$ cat config.mk
export PLATFORM = sky130hd
export DESIGN_NAME = mpsm_ctrl
export DESIGN_NICKNAME = d
export VERILOG_FILES = /design/src/sv/mpsm_pkg.sv /design/src/sv/mpsm_ctrl.sv
export SDC_FILE = /design/constraint.sdc
export NUM_CORES = 1
export LEC_CHECK = 0
export ABC_AREA = 0
export ABC_CLOCK_PERIOD_IN_PS = 3100
export BUFFER_PORTS_ARGS = -buffer_cell sky130_fd_sc_hd__buf_2
export CAP_MARGIN = 20
export CELL_PAD_IN_SITES_DETAIL_PLACEMENT = 0
export CELL_PAD_IN_SITES_GLOBAL_PLACEMENT = 1
export CORE_ASPECT_RATIO = 0.8
export CORE_MARGIN = 8
export CORE_UTILIZATION = 40
export CTS_CLUSTER_SIZE = 14
export DETAILED_ROUTE_END_ITERATION = 10
export MAX_ROUTING_LAYER = met4
export PLACE_DENSITY = 0.87
export SLEW_MARGIN = 0
export SYNTH_ARGS = -nofsm -noshare
export SYNTH_HDL_FRONTEND = slang
export SYNTH_SLANG_ARGS = --single-unit
export TNS_END_PERCENT = 50
$ cat constraint.sdc
create_clock -name clk -period 3.1 [get_ports clk]
set_input_delay 0.62 -clock clk [delete_from_list [all_inputs] [get_ports clk]]
set_output_delay 0.62 -clock clk [all_outputs]
set_load 0.1 [all_outputs]
$ cat src/sv/mpsm_pkg.sv
// Shared package for the multi-pattern string matcher.
// Holds field widths, request codes, datapath operations and control structs.
// No dependencies.
`default_nettype none

package mpsm_pkg;

	// default sizes of the keyword trie
	localparam int NODE_COUNT_DEF    = 256;
	localparam int ALPHABET_SIZE_DEF = 32;

	// port field widths
	localparam int REQ_W = 3;
	localparam int ID_W  = 8;
	localparam int SYM_W = 5;
	localparam int CNT_W = 9;

	// match counts saturate here
	localparam logic [CNT_W-1:0] COUNT_MAX = 9'd511;

	// request codes
	localparam logic [REQ_W-1:0] REQ_CLEAR   = 3'd0;
	localparam logic [REQ_W-1:0] REQ_WRITE   = 3'd1;
	localparam logic [REQ_W-1:0] REQ_BUILD   = 3'd2;
	localparam logic [REQ_W-1:0] REQ_SCAN    = 3'd3;
	localparam logic [REQ_W-1:0] REQ_RESTART = 3'd4;

	// datapath micro-operations, one per controller step
	typedef enum logic [4:0] {
		OP_NONE,
		OP_ACCEPT,
		OP_CLR_STEP,
		OP_REPLY,
		OP_WRITE,
		OP_MISC,
		OP_SC_EVAL,
		OP_SC_FAIL,
		OP_SC_CNT,
		OP_B_SWP,
		OP_B_INIT,
		OP_B_POP,
		OP_B_NODE,
		OP_B_INFO,
		OP_B_FWALK,
		OP_B_FA,
		OP_B_FC,
		OP_B_FSET,
		OP_B_CNT,
		OP_B_CHRD,
		OP_B_CHEV,
		OP_B_CHVS
	} dp_op_t;

	// controller to datapath
	typedef struct packed {
		dp_op_t op;
	} cmd_t;

	// datapath to controller
	typedef struct packed {
		logic sweep_last;
		logic bsweep_last;
		logic sc_edge;
		logic sc_root;
		logic sc_lim;
		logic q_more;
		logic cur_root;
		logic walk_go;
		logic fc_hit;
		logic f_nz;
		logic ch_push;
		logic idx_last;
	} stat_t;

endpackage

`default_nettype wire

$ cat src/sv/mpsm_ctrl.sv
// Controller state machine of the string matcher.
// Sequences clear, write, build and scan steps; depends on mpsm_pkg.
`default_nettype none

module mpsm_ctrl (
	input  wire logic                       clk,
	input  wire logic                       arst_n,
	input  wire logic                       start,
	input  wire logic [mpsm_pkg::REQ_W-1:0] req_type,
	input  wire mpsm_pkg::stat_t            stat,
	output mpsm_pkg::cmd_t                  cmd,
	output logic                            busy
);

	typedef enum logic [20:0] {
		S_IDLE  = 21'h000001,
		S_CLR   = 21'h000002,
		S_REPLY = 21'h000004,
		S_WR    = 21'h000008,
		S_MISC  = 21'h000010,
		S_SEV   = 21'h000020,
		S_SFL   = 21'h000040,
		S_SCNT  = 21'h000080,
		S_BSWP  = 21'h000100,
		S_BINIT = 21'h000200,
		S_BPOP  = 21'h000400,
		S_BNODE = 21'h000800,
		S_BINFO = 21'h001000,
		S_BWALK = 21'h002000,
		S_BFA   = 21'h004000,
		S_BFC   = 21'h008000,
		S_BFSET = 21'h010000,
		S_BCNT  = 21'h020000,
		S_BCHRD = 21'h040000,
		S_BCHEV = 21'h080000,
		S_BCHVS = 21'h100000
	} state_t;

	state_t state_q, state_d;
	logic   clr_reply_q, clr_reply_d;

	// next state and operation
	always_comb begin
		state_d     = state_q;
		clr_reply_d = clr_reply_q;
		cmd.op      = mpsm_pkg::OP_NONE;
		unique case (state_q)
			S_IDLE: begin
				if (start) begin
					cmd.op      = mpsm_pkg::OP_ACCEPT;
					clr_reply_d = (req_type == mpsm_pkg::REQ_CLEAR);
					unique case (req_type)
						mpsm_pkg::REQ_CLEAR: state_d = S_CLR;
						mpsm_pkg::REQ_WRITE: state_d = S_WR;
						mpsm_pkg::REQ_BUILD: state_d = S_BSWP;
						mpsm_pkg::REQ_SCAN:  state_d = S_SEV;
						default:             state_d = S_MISC;
					endcase
				end
			end
			S_CLR: begin
				cmd.op = mpsm_pkg::OP_CLR_STEP;
				if (stat.sweep_last) state_d = clr_reply_q ? S_REPLY : S_IDLE;
			end
			S_REPLY: begin
				cmd.op  = mpsm_pkg::OP_REPLY;
				state_d = S_IDLE;
			end
			S_WR: begin
				cmd.op  = mpsm_pkg::OP_WRITE;
				state_d = S_IDLE;
			end
			S_MISC: begin
				cmd.op  = mpsm_pkg::OP_MISC;
				state_d = S_IDLE;
			end
			S_SEV: begin
				cmd.op = mpsm_pkg::OP_SC_EVAL;
				priority if (stat.sc_edge) state_d = S_SCNT;
				else if (stat.sc_root)     state_d = S_IDLE;
				else if (stat.sc_lim)      state_d = S_SEV;
				else                       state_d = S_SFL;
			end
			S_SFL: begin
				cmd.op  = mpsm_pkg::OP_SC_FAIL;
				state_d = S_SEV;
			end
			S_SCNT: begin
				cmd.op  = mpsm_pkg::OP_SC_CNT;
				state_d = S_IDLE;
			end
			S_BSWP: begin
				cmd.op = mpsm_pkg::OP_B_SWP;
				if (stat.bsweep_last) state_d = S_BINIT;
			end
			S_BINIT: begin
				cmd.op  = mpsm_pkg::OP_B_INIT;
				state_d = S_BPOP;
			end
			S_BPOP: begin
				cmd.op  = mpsm_pkg::OP_B_POP;
				state_d = stat.q_more ? S_BNODE : S_REPLY;
			end
			S_BNODE: begin
				cmd.op  = mpsm_pkg::OP_B_NODE;
				state_d = S_BINFO;
			end
			S_BINFO: begin
				cmd.op  = mpsm_pkg::OP_B_INFO;
				state_d = stat.cur_root ? S_BFSET : S_BWALK;
			end
			S_BWALK: begin
				cmd.op  = mpsm_pkg::OP_B_FWALK;
				state_d = stat.walk_go ? S_BFA : S_BFSET;
			end
			S_BFA: begin
				cmd.op  = mpsm_pkg::OP_B_FA;
				state_d = S_BFC;
			end
			S_BFC: begin
				cmd.op  = mpsm_pkg::OP_B_FC;
				state_d = stat.fc_hit ? S_BFSET : S_BWALK;
			end
			S_BFSET: begin
				cmd.op  = mpsm_pkg::OP_B_FSET;
				state_d = stat.f_nz ? S_BCNT : S_BCHRD;
			end
			S_BCNT: begin
				cmd.op  = mpsm_pkg::OP_B_CNT;
				state_d = S_BCHRD;
			end
			S_BCHRD: begin
				cmd.op  = mpsm_pkg::OP_B_CHRD;
				state_d = S_BCHEV;
			end
			S_BCHEV: begin
				cmd.op = mpsm_pkg::OP_B_CHEV;
				priority if (stat.ch_push) state_d = S_BCHVS;
				else if (stat.idx_last)    state_d = S_BPOP;
				else                       state_d = S_BCHRD;
			end
			S_BCHVS: begin
				cmd.op  = mpsm_pkg::OP_B_CHVS;
				state_d = stat.idx_last ? S_BPOP : S_BCHRD;
			end
			default: begin
				state_d = S_IDLE;
			end
		endcase
	end

	// state register; reset starts the clearing sweep
	always_ff @(posedge clk or negedge arst_n) begin
		if (!arst_n) begin
			state_q     <= S_CLR;
			clr_reply_q <= 1'b0;
		end else begin
			state_q     <= state_d;
			clr_reply_q <= clr_reply_d;
		end
	end

	assign busy = (state_q != S_IDLE);

endmodule

`default_nettype wire

# After elaboration in Yosys (flattened, before gate mapping)
# Index checks and enable logic that the tools add are counted.
[word_totals]
output_inout_bits = 6
input_bits = 18
reg_bits = 22
elab_cells = 51
[classes]
eq_ne = 28
reduce_logical = 3
mux = 18
[op_table]
columns = ["op", "count"]
rows = [
  ["case mux 21 bit (17 select lines)", 1],
  ["case mux 5 bit (21 select lines)", 1],
  ["2-to-1 mux 21 bit", 4],
  ["2-to-1 mux 17 bit", 3],
  ["2-to-1 mux 19 bit", 2],
  ["case mux 9 bit (4 select lines)", 1],
  ["equality test 21 x 1 -> 1 bit, second input constant", 1],
  ["equality test 21 x 10 -> 1 bit, second input constant", 1],
  ["equality test 21 x 11 -> 1 bit, second input constant", 1],
  ["equality test 21 x 12 -> 1 bit, second input constant", 1],
  ["equality test 21 x 13 -> 1 bit, second input constant", 1],
  ["equality test 21 x 14 -> 1 bit, second input constant", 1],
  ["equality test 21 x 15 -> 1 bit, second input constant", 1],
  ["equality test 21 x 16 -> 1 bit, second input constant", 1],
  ["equality test 21 x 17 -> 1 bit, second input constant", 1],
  ["equality test 21 x 18 -> 1 bit, second input constant", 1],
  ["equality test 21 x 19 -> 1 bit, second input constant", 1],
  ["equality test 21 x 2 -> 1 bit, second input constant", 1],
  ["equality test 21 x 20 -> 1 bit, second input constant", 1],
  ["equality test 21 bit, second input constant", 1],
  ["equality test 21 x 3 -> 1 bit, second input constant", 1],
  ["equality test 21 x 4 -> 1 bit, second input constant", 1],
  ["equality test 21 x 5 -> 1 bit, second input constant", 1],
  ["equality test 21 x 6 -> 1 bit, second input constant", 1],
  ["other kinds (15)", 19],
]

# Longest topological paths before layout
# Gate-level depths: netlist (run 1).
[depth]
depth_word = 4
depth_mapped = 8
ltp_nobuf = 7

# Worst setup path after synthesis (run 1)
# Ideal clock, no wire load.
[synth_path]
kind = "flip-flop to output port"
start = "register state_q[12]"
end = "output port cmd[2] (netlist name)"
path_buffers = 2
arrival_ns = 2.678
path_slack_ns = -0.198
path_stages_with_launch = 9
path_cell_list = "dfrtp_1 > clkbuf_1 > nor4_1 > nand3_1 > clkbuf_1 > or2_2 > nor4_1 > nor2_1 > nand4_1"
[synth_rtl]
columns = ["item", "line_no", "text"]
rows = [
  ["start, declared", "mpsm_ctrl.sv:39", "state_t state_q, state_d;"],
  ["start signal, assigned", "mpsm_ctrl.sv:158", "state_q <= state_d;"],
  ["end, declared", "mpsm_ctrl.sv:11", "output mpsm_pkg::cmd_t cmd,"],
]

==> run metrics, run 1 <==
outcome complete, but fails checks; failing checks setup timing; Worst Tran Pin Value 521 ps; Slowest-stage cell, CP or4_4; Worst Setup End Kind output port; detailed-route wire length per cell 16.9 µm; fin crit share 1.00; Fillers 303; via count between 1500 and 2000; Sw Pwr around 610 µW; grt total ovfl 0; ratio of cells with drive above 1 in the final layout 0.344; clock root cell clkbuf_8; DRC violation count after routing 0; Syn Nets 198; core area around 3500 µm²; Hold WS 307 ps; peak supply drop 585 µV; multi-input logic area between 900 and 1000 µm²; RSZ-0062 raised after global routing yes; Post-Syn Area 1490 µm²; Internal Power 710 µW; placed cell count 246; CP max FO 8; minimum clock period 3110 ps; crit start category flop; routed vias/inst 6.00; clk sinks 22; CTS Buf Count 3; H-tree Lvls 1; combinational fraction of design power 0.595; maxcap violations 0; leak pwr 0.000873 µW; Ys Warns 0; CTS tree done; die area a little under 6000 µm²; crit path DAT between 2000 and 2500 ps; sequential power share 0.258; wire length of the first global-routing pass roughly 7 mm; Synth Register Bits 22; Slew headroom 0.652; Setup Skew 11.0 ps; vias in the first global route approximately 1500; Worst EP required 2480 ps; Hold Vio Cnt, Final 0; initial DRC count around 120; post-synthesis cell type count 47; Cell Rows 19; post-DP HPWL between 3 and 4 mm; Global Route Usage Sum 0.146; dpl cell area about 1800 µm²; dpl ws 83.5 ps; Final ANT Viol Nets 0; GPL Wtd Cong 0.941; starting density of the core 0.425; Area Growth Syn to Fin 34.4%; sw frac 0.462; Tightest Hold Check Type input pin to asynchronous set/reset pin; Max stage delay on crit path 610 ps; Die Wd 84.1 µm; Avg Cell Area, Syn slightly above 8 µm²; total I/O pin count 24; # setup viols final 1; final critical-path setup slack -5.98 ps; Pwr Total around 1300 µW; CP cell instances or4_4 > nor3_4 > buf_6 > nand3_4 > nor2_4 > a32oi_1 > nand4_1 > buf_12; Die Height just over 70 µm; IO buf count 23; r2r setup slk between 500 and 600 ps; DR pass1 iterations 4; fmax around 320 MHz; final WL approximately 4.4 mm; sequential-to-total area share from yosys stat 0.372; Reg clk slew, reported paths 90 ps; Finished Cell Area 2000 µm²; non-filler cells, final 260; nets approximately 240; initial antenna violation count 0; largest net degree at the start of global routing 23; Inserted Diodes 0; critical path class flop to output port; P per Cell Area approximately 660 nW/µm²; Cells after Synth 180; Clock Power Share 0.147; sequential cell area 556 µm²; Max Slew Vio Count 0; clock buffer depth 2; clk_lat worst skew 280 ps
## stage by stage
| step | setup TNS, ps | util |
|---|---|---|
| after floorplan | -322 | - |
| after global routing | -247 | 0.571 |
| final | -5.98 | 0.571 |
| after detailed placement | 0 | 0.507 |
| after CTS | -44.3 | 0.530 |
| after global placement | 0 | 0.507 |
## critical path: cells and delay by family, from the launching register on
family                 cells  cell delay, ps
AOI/OAI and AO/OA          1             130
and+or+nand+nor            5            1290
DFF                        1             450
buffers and inverters      2             340
## layout by cell type (no fill, tap or decap), types with 3 or more instances in the layout
master	netlist	routed
a21oi_1	5	4
a31oi_1	3	3
and3_1	3	3
buf_12	0	5
buf_2	0	18
buf_4	0	16
clkbuf_8	0	3
dfrtp_1	21	18
dfrtp_2	0	3
inv_1	7	7
nand2_1	10	8
nand2b_1	5	5
nand3_1	6	4
nand3b_1	4	4
nand4_1	6	6
nor2_1	25	21
nor2_2	0	3
nor2b_1	5	5
nor3_1	10	8
nor3_4	1	3
nor4_1	11	6
nor4_2	0	4
o21ai_0	7	7
or2_4	0	3
or3_1	4	3
or4_1	4	4
xnor2_1	3	3
## flip-flops by register name (all words and copies together), names as in the netlist
register     cells
clr_reply_q      1
state_q         21
## power groups by stage
stage               Sequential (µW)  Clock [µW]  Combinational (µW)
finish                          341         193                 785
global route                    344         203                 833
CTS                             337         191                 666
detailed placement              341           0                 645
global placement                340           0                 637
floorplan                       334           0                 440
## per-layer routing
metal  wire length [µm]  GRT usage  share of wire  up-vias
li1                   -          -              -      748
met1               1990      0.188           0.45      759
met2               2100      0.222           0.48       48
met3                279     0.0371          0.063        4
met4                 28     0.0325         0.0064        0
met5                  0          -              0        -
## cell families after synthesis
kind of cell,Yosys count,share of synthesized area
flip-flops,22,0.372
XOR/XNOR,5,0.0295
AND/OR/NAND/NOR,109,0.423
buffers and inverters,14,0.0404
AO/OA/AOI/OAI,30,0.136
## final timing paths
kind / startpoint / endpoint / cells after the start
setup / recovery: state_q[9] / cmd[0] / 8
hold / removal: arst_n / state_q[11] / 1
setup reg to reg: state_q[9] / state_q[8] / 8
hold reg to reg: clr_reply_q / clr_reply_q / 2
max in group asynchronous: arst_n / state_q[12] / 1
min in group clk: stat[7] / state_q[6] / 2
## cell type report
class / count / area share
clock buffer: 4 / 0.0226
inverter: 8 / 0.0150
multi-input combinational: 144 / 0.497
sequential: 22 / 0.278
tap: 42 / 0.0263
timing repair buffer: 40 / 0.161
## what timing repair did
action / 4_1_cts / 5_1_grt
endpoints found under the setup margin: 4 / 5
pin swaps: 2 / 10
gates resized for setup: 8 / 17
buffers inserted: 0 / 10
gates cloned: 0 / 0
hold buffers: 0 / 0
## Yosys cell counts (all sizes together)
| cell | number | area share |
|---|---|---|
| nor2 | 25 | 0.063 |
| dfrtp | 21 | 0.35 |
| nor3 | 12 | 0.051 |
| nor4 | 11 | 0.046 |
| nand2 | 10 | 0.025 |
| inv | 8 | 0.020 |
| o21ai | 8 | 0.027 |
| nand3 | 6 | 0.020 |
| nand4 | 6 | 0.025 |
| a21oi | 5 | 0.017 |
| clkbuf | 5 | 0.013 |
| nand2b | 5 | 0.021 |
| nor2b | 5 | 0.021 |
| or3 | 5 | 0.024 |
| or4 | 5 | 0.028 |
| nand3b | 4 | 0.020 |
| or2 | 4 | 0.017 |
| a31oi | 3 | 0.013 |
| and3 | 3 | 0.013 |
| xnor2 | 3 | 0.018 |
| a32oi | 2 | 0.012 |
| and2 | 2 | 0.0084 |
| and4 | 2 | 0.012 |
| o41ai | 2 | 0.012 |
| or4b | 2 | 0.013 |
| xor2 | 2 | 0.012 |
| a22oi | 1 | 0.0051 |
| a311o | 1 | 0.0067 |
| a311oi | 1 | 0.0059 |
| buf | 1 | 0.0076 |
| dfstp | 1 | 0.018 |
| nand4b | 1 | 0.0059 |
| nand4bb | 1 | 0.0076 |
| o211ai | 1 | 0.0051 |
| o21a | 1 | 0.0051 |
| o21bai | 1 | 0.0051 |
| o22a | 1 | 0.0059 |
| o311ai | 1 | 0.0059 |
| o31a | 1 | 0.0059 |
| o31ai | 1 | 0.0051 |
Note: power is estimated with default switching activity, not from simulation.
==> run 2, diff against run 1 <==
--- a/config.mk
+++ b/config.mk
@@ -14,6 +14,7 @@
 export CORE_ASPECT_RATIO = 0.8
 export CORE_MARGIN = 8
 export CORE_UTILIZATION = 40
+export CTS_BUF_LIST = sky130_fd_sc_hd__clkbuf_4
 export CTS_CLUSTER_SIZE = 14
 export DETAILED_ROUTE_END_ITERATION = 10
 export MAX_ROUTING_LAYER = met4
==> run 2 against run 1 <==
Against the previous run:
- sequential power about the same
- clock power down 21%
- core utilization down 0.39 points
- cell area down 0.69%
- sequential share of layout area up 0.26 points
- critical path depth down 1
- register-to-register slack better by 20 ps
- the flow now finishes without violations
- combinational power down 3.3%
==> run metrics, run 2 (same netlist as run 1, synthesis figures left out) <==
outcome finished, final reports clean (was complete, but fails checks); CP max FO 8 (unchanged); P per Cell Area 632 nW/µm² (was 661 nW/µm²); Clock Power Share 0.123 (was 0.147); final WL 4.47 mm (was 4.40 mm); Cell Rows 19 (unchanged); IO buf count 23 (unchanged); Inserted Diodes 0 (unchanged); dpl ws 83.5 ps (unchanged); Global Route Usage Sum 0.147 (was 0.146); Hold WS 242 ps (was 307 ps); Hold Vio Cnt, Final 0 (unchanged); Worst Setup End Kind output port (unchanged); ratio of cells with drive above 1 in the final layout 0.349 (was 0.344); via count 1548 (was 1559); Largest Register state_q (unchanged); initial antenna violation count 0 (unchanged); clock buffer depth 2 (unchanged); Worst Reg-to-Reg Cells 7 (was 8); Setup Skew 16.4 ps (was 11.0 ps); CTS tree done (unchanged); most common cell after layout, fill and taps aside nor2_1 (unchanged); detailed-route wire length per cell 17.2 µm (was 16.9 µm); grt total ovfl 0 (unchanged); sequential power share 0.272 (was 0.258); fmax 323 MHz (was 322 MHz); # setup viols final 0 (was 1); crit path DAT 2480 ps (was 2490 ps); RSZ-0062 raised after global routing yes (unchanged); non-filler cells, final 260 (unchanged); Worst EP required 2480 ps (about the same); H-tree Lvls 1 (unchanged); DRC violation count after routing 0 (unchanged); Reg clk slew, reported paths 140 ps (was 90 ps); DR pass1 iterations 4 (unchanged); minimum clock period 3100 ps (was 3110 ps); Internal Power 652 µW (was 710 µW); Fillers 305 (was 303); wire length of the first global-routing pass 7.07 mm (was 7.01 mm); critical path class flop to output port (unchanged); clk sinks 22 (unchanged); peak supply drop 587 µV (was 585 µV); r2r startpoint state_q[10] (was state_q[9]); maxcap violations 0 (unchanged); nets 237 (unchanged); Tightest Hold Check Type input pin to asynchronous set/reset pin (unchanged); sw frac 0.479 (was 0.462); post-DP HPWL 3.21 mm (unchanged); top flop regs state_q (21), clr_reply_q (1) (unchanged); worst setup path start state_q[10] (was state_q[9]); most frequent cells in the layout nor2_1 (21), buf_2 (18), dfrtp_1 (17), buf_4 (17) (was nor2_1 (21), dfrtp_1 (18), buf_2 (18)); placed cell count 246 (unchanged); routed vias/inst 5.95 (was 6.00); Die Wd 84.1 µm (unchanged); vias in the first global route 1468 (was 1461); leak pwr 0.000869 µW (was 0.000873 µW); starting density of the core 0.425 (unchanged); crit start category flop (unchanged); CTS Buf Count 3 (unchanged); Die Height 70.5 µm (unchanged); Sw Pwr 600 µW (was 609 µW); die area 5930 µm² (unchanged); final critical-path setup slack 0.324 ps (was -5.98 ps); Max Slew Vio Count 0 (unchanged); combinational fraction of design power 0.606 (was 0.595); fin crit share 1.00 (about the same); GPL Wtd Cong 0.941 (unchanged); largest net degree at the start of global routing 23 (unchanged); clock root cell clkbuf_4 (was clkbuf_8); flip-flop count of the largest register after layout 21 (unchanged); Area Growth Syn to Fin 33.4% (was 34.4%); clk_lat worst skew 330 ps (was 280 ps); initial DRC count 127 (was 117); Final ANT Viol Nets 0 (unchanged); Slew headroom 0.656 (was 0.652); Worst Tran Pin Value 516 ps (was 521 ps); total I/O pin count 24 (unchanged); core area 3490 µm² (unchanged)
[run 2: final cells by class]
type	instances	area, µm²	share of cell area
clock buffer	4	30.0	0.0152
inverter	8	30.0	0.0152
multi-input combinational	144	995	0.502
sequential	22	557	0.281
tap	42	52.6	0.0265
timing repair buffer	40	318	0.160
[run 2: worst max-delay path, stage by stage, from the launching register on]
cell and delay, ps:
dfrtp_1 410, or4_4 610, nor3_4 330, nand2_2 150, nor2_2 150, a32oi_1 130, nand4_1 180, buf_12 190
[run 2: metal layers]
| layer | routed length [µm] | global-route usage | vias up |
|---|---|---|---|
| li1 | - | - | 752 |
| met1 | 2090 | 0.190 | 735 |
| met2 | 2120 | 0.225 | 54 |
| met3 | 214 | 0.0359 | 7 |
| met4 | 44 | 0.0344 | 0 |
| met5 | 0 | - | - |
[run 2: worst paths after layout]
kind	to	slack, ps
max	cmd[1]	0.3
min	state_q[19]	240
max reg2reg	state_q[8]	550
min reg2reg	clr_reply_q	560
max in group asynchronous	state_q[13]	2470
min in group clk	state_q[6]	480
[run 2: timing repair]
action	4_1_cts	5_1_grt
pin swaps	4	7
setup endpoints to repair	5	5
resized for setup	10	15
cloned	0	0
hold buffers	0	0
setup buffers	4	6
[run 2: power by group through the flow]
stage               combinational [µW]  clock (µW)  sequential (µW)
finish                             759         153              340
global route                       800         166              343
CTS                                672         153              335
detailed placement                 645           0              341
global placement                   637           0              340
floorplan                          440           0              334
[run 2: through the flow]
| stage | area [µm²] | setup TNS, ps | utilization | total power [µW] |
|---|---|---|---|---|
| 2_1_floorplan | 1510 | -322 | - | 774 |
| 3_3_place_gp | 1770 | 0 | 0.507 | 976 |
| 3_5_place_dp | 1770 | 0 | 0.507 | 986 |
| 4_1_cts | 1880 | -50.3 | 0.537 | 1160 |
| 5_1_grt | 1980 | -352 | 0.567 | 1310 |
| 6_report | 1980 | 0 | 0.567 | 1250 |
==> run 3, diff against run 2 <==
--- a/config.mk
+++ b/config.mk
@@ -9,8 +9,6 @@
 export ABC_CLOCK_PERIOD_IN_PS = 3100
 export BUFFER_PORTS_ARGS = -buffer_cell sky130_fd_sc_hd__buf_2
 export CAP_MARGIN = 20
-export CELL_PAD_IN_SITES_DETAIL_PLACEMENT = 0
-export CELL_PAD_IN_SITES_GLOBAL_PLACEMENT = 1
 export CORE_ASPECT_RATIO = 0.8
 export CORE_MARGIN = 8
 export CORE_UTILIZATION = 40
@@ -18,7 +16,7 @@
 export CTS_CLUSTER_SIZE = 14
 export DETAILED_ROUTE_END_ITERATION = 10
 export MAX_ROUTING_LAYER = met4
-export PLACE_DENSITY = 0.87
+export PLACE_DENSITY = 0.71
 export SLEW_MARGIN = 0
 export SYNTH_ARGS = -nofsm -noshare
 export SYNTH_HDL_FRONTEND = slang
==> run 3 against run 2 <==
Against the previous run:
- routed wire length shrank 5.4%
- critical path type unchanged
- clock skew down 13 ps
- critical path depth did not move
- first-iteration DRC count grew 15%
- the run now ends with setup timing left
- highest routed layer unchanged
- critical endpoint unchanged
- worst setup slack worse by 0.69 ps
==> run metrics, run 3 (same netlist as run 1, synthesis figures left out) <==
final WL 4.23 mm (was 4.47 mm); IO buf count 23 (unchanged); Worst Tran Pin Value 514 ps (was 516 ps); grt total ovfl 0 (unchanged); largest net degree at the start of global routing 23 (unchanged); Tightest Hold Check Type input pin to asynchronous set/reset pin (unchanged); maxcap violations 0 (unchanged); GPL Wtd Cong 0.954 (was 0.941); crit start category flop (unchanged); fin crit share 1.00 (about the same); most frequent cells in the layout nor2_1 (24), dfrtp_1 (20), buf_2 (18), buf_4 (18), nand2_1 (9) (was nor2_1 (21), buf_2 (18), dfrtp_1 (17), buf_4 (17)); dpl ws 234 ps (was 83.5 ps); multi-input logic area 948 µm² (was 995 µm²); initial antenna violation count 0 (unchanged); fmax 323 MHz (about the same); Pwr Total 1160 µW (was 1250 µW); Global Route Usage Sum 0.145 (was 0.147); Die Wd 84.1 µm (unchanged); clock buffer depth 2 (unchanged); core area 3490 µm² (unchanged); total I/O pin count 24 (unchanged); starting density of the core 0.425 (unchanged); flip-flop count of the largest register after layout 21 (unchanged); final critical-path setup slack -0.364 ps (was 0.324 ps); clock root cell clkbuf_4 (unchanged); vias in the first global route 1457 (was 1468); Die Height 70.5 µm (unchanged); # setup viols final 1 (was 0); Area Growth Syn to Fin 30.3% (was 33.4%); Setup Skew 2.94 ps (was 16.4 ps); CTS tree done (unchanged); combinational fraction of design power 0.594 (was 0.606); Hold Vio Cnt, Final 0 (unchanged); setup_tns -0.364 ps (was 0 ps); Slew headroom 0.657 (was 0.656); peak supply drop 781 µV (was 587 µV); Reg clk slew, reported paths 120 ps (was 140 ps); Final ANT Viol Nets 0 (unchanged); Internal Power 600 µW (was 652 µW); Sw Pwr 564 µW (was 600 µW); RSZ-0062 raised after global routing yes (unchanged); sequential power share 0.289 (was 0.272); sw frac 0.485 (was 0.479); Clock Power Share 0.117 (was 0.123); ratio of cells with drive above 1 in the final layout 0.301 (was 0.349); clk sinks 22 (unchanged); Inserted Diodes 0 (unchanged); leak pwr 0.000873 µW (was 0.000869 µW); failing checks setup timing; sequential cell area 553 µm² (was 557 µm²); fin util 0.554 (was 0.567); critical path class flop to output port (unchanged); Largest Register state_q (unchanged); minimum clock period 3100 ps (about the same); Max Slew Vio Count 0 (unchanged); outcome complete, but fails checks (was finished, final reports clean); most common cell after layout, fill and taps aside nor2_1 (unchanged); initial DRC count 146 (was 127); wire length of the first global-routing pass 6.95 mm (was 7.07 mm); Worst EP required 2480 ps (about the same); die area 5930 µm² (unchanged); Fillers 321 (was 305); crit path DAT 2480 ps (about the same); post-DP HPWL 3.12 mm (was 3.21 mm); CP max FO 7 (was 8); Cell Rows 19 (unchanged); DR pass1 iterations 5 (was 4); DRC violation count after routing 0 (unchanged); P per Cell Area 601 nW/µm² (was 632 nW/µm²); clk_lat worst skew 310 ps (was 330 ps); CTS Buf Count 3 (unchanged); top flop regs state_q (21), clr_reply_q (1) (unchanged); via count 1531 (was 1548); detailed-route wire length per cell 16.2 µm (was 17.2 µm); Worst Setup End Kind output port (unchanged); routed vias/inst 5.87 (was 5.95); nets 238 (was 237); H-tree Lvls 1 (unchanged)
run 3: what timing repair did:
| action | in CTS | in global routing |
|---|---|---|
| resized for setup | 7 | 4 |
| setup buffers | 5 | 2 |
| endpoints found under the hold margin | 0 | 0 |
| hold buffers | 0 | 0 |
| pin swaps | 4 | 2 |
| setup endpoints to repair | 4 | 5 |
run 3: worst max-delay path, stage by stage (launching register included):
cell and delay [ps]:
dfrtp_1 410, or4_4 600, nor3_4 180, buf_4 170, nand2_1 120, o31a_1 330, nand4_1 170, buf_12 190
run 3: power groups by stage:
stage	Combinational, µW	Clock, µW	Sequential [µW]
finish	691	136	337
global route	734	151	340
CTS	658	141	335
detailed placement	639	0	340
global placement	632	0	340
floorplan	440	0	334
run 3: path summary, 6_finish.rpt:
kind	from	end	slack, ps	cells after the start
setup reg to reg	state_q[9]	state_q[8]	650	8
hold / removal	arst_n	state_q[19]	260	1
max in group asynchronous	arst_n	state_q[12]	2470	1
min in group clk	stat[7]	state_q[6]	460	2
setup / recovery	state_q[9]	cmd[1]	-0.4	7
hold reg to reg	clr_reply_q	clr_reply_q	530	2
run 3: area by class of cell:
class / count / share of cell area
Multi-Input combinational cell: 144 / 0.490
Sequential cell: 22 / 0.286
Timing Repair Buffer: 41 / 0.168
Tap cell: 42 / 0.0271
Inverter: 8 / 0.0155
Clock buffer: 3 / 0.0116
Clock inverter: 1 / 0.00194
run 3: metal layers:
layer | track usage | wire length, µm
met5 | - | 0
met4 | 0.0363 | 55
met3 | 0.0359 | 206
met2 | 0.205 | 1850
met1 | 0.199 | 2120
run 3: through the flow:
stage	hold WS [ps]	std cells	instance area, µm²
after floorplan	324	180	1510
final	261	261	1940
after global placement	508	250	1800
after CTS	270	259	1900
after global routing	282	261	1940
after detailed placement	500	250	1800
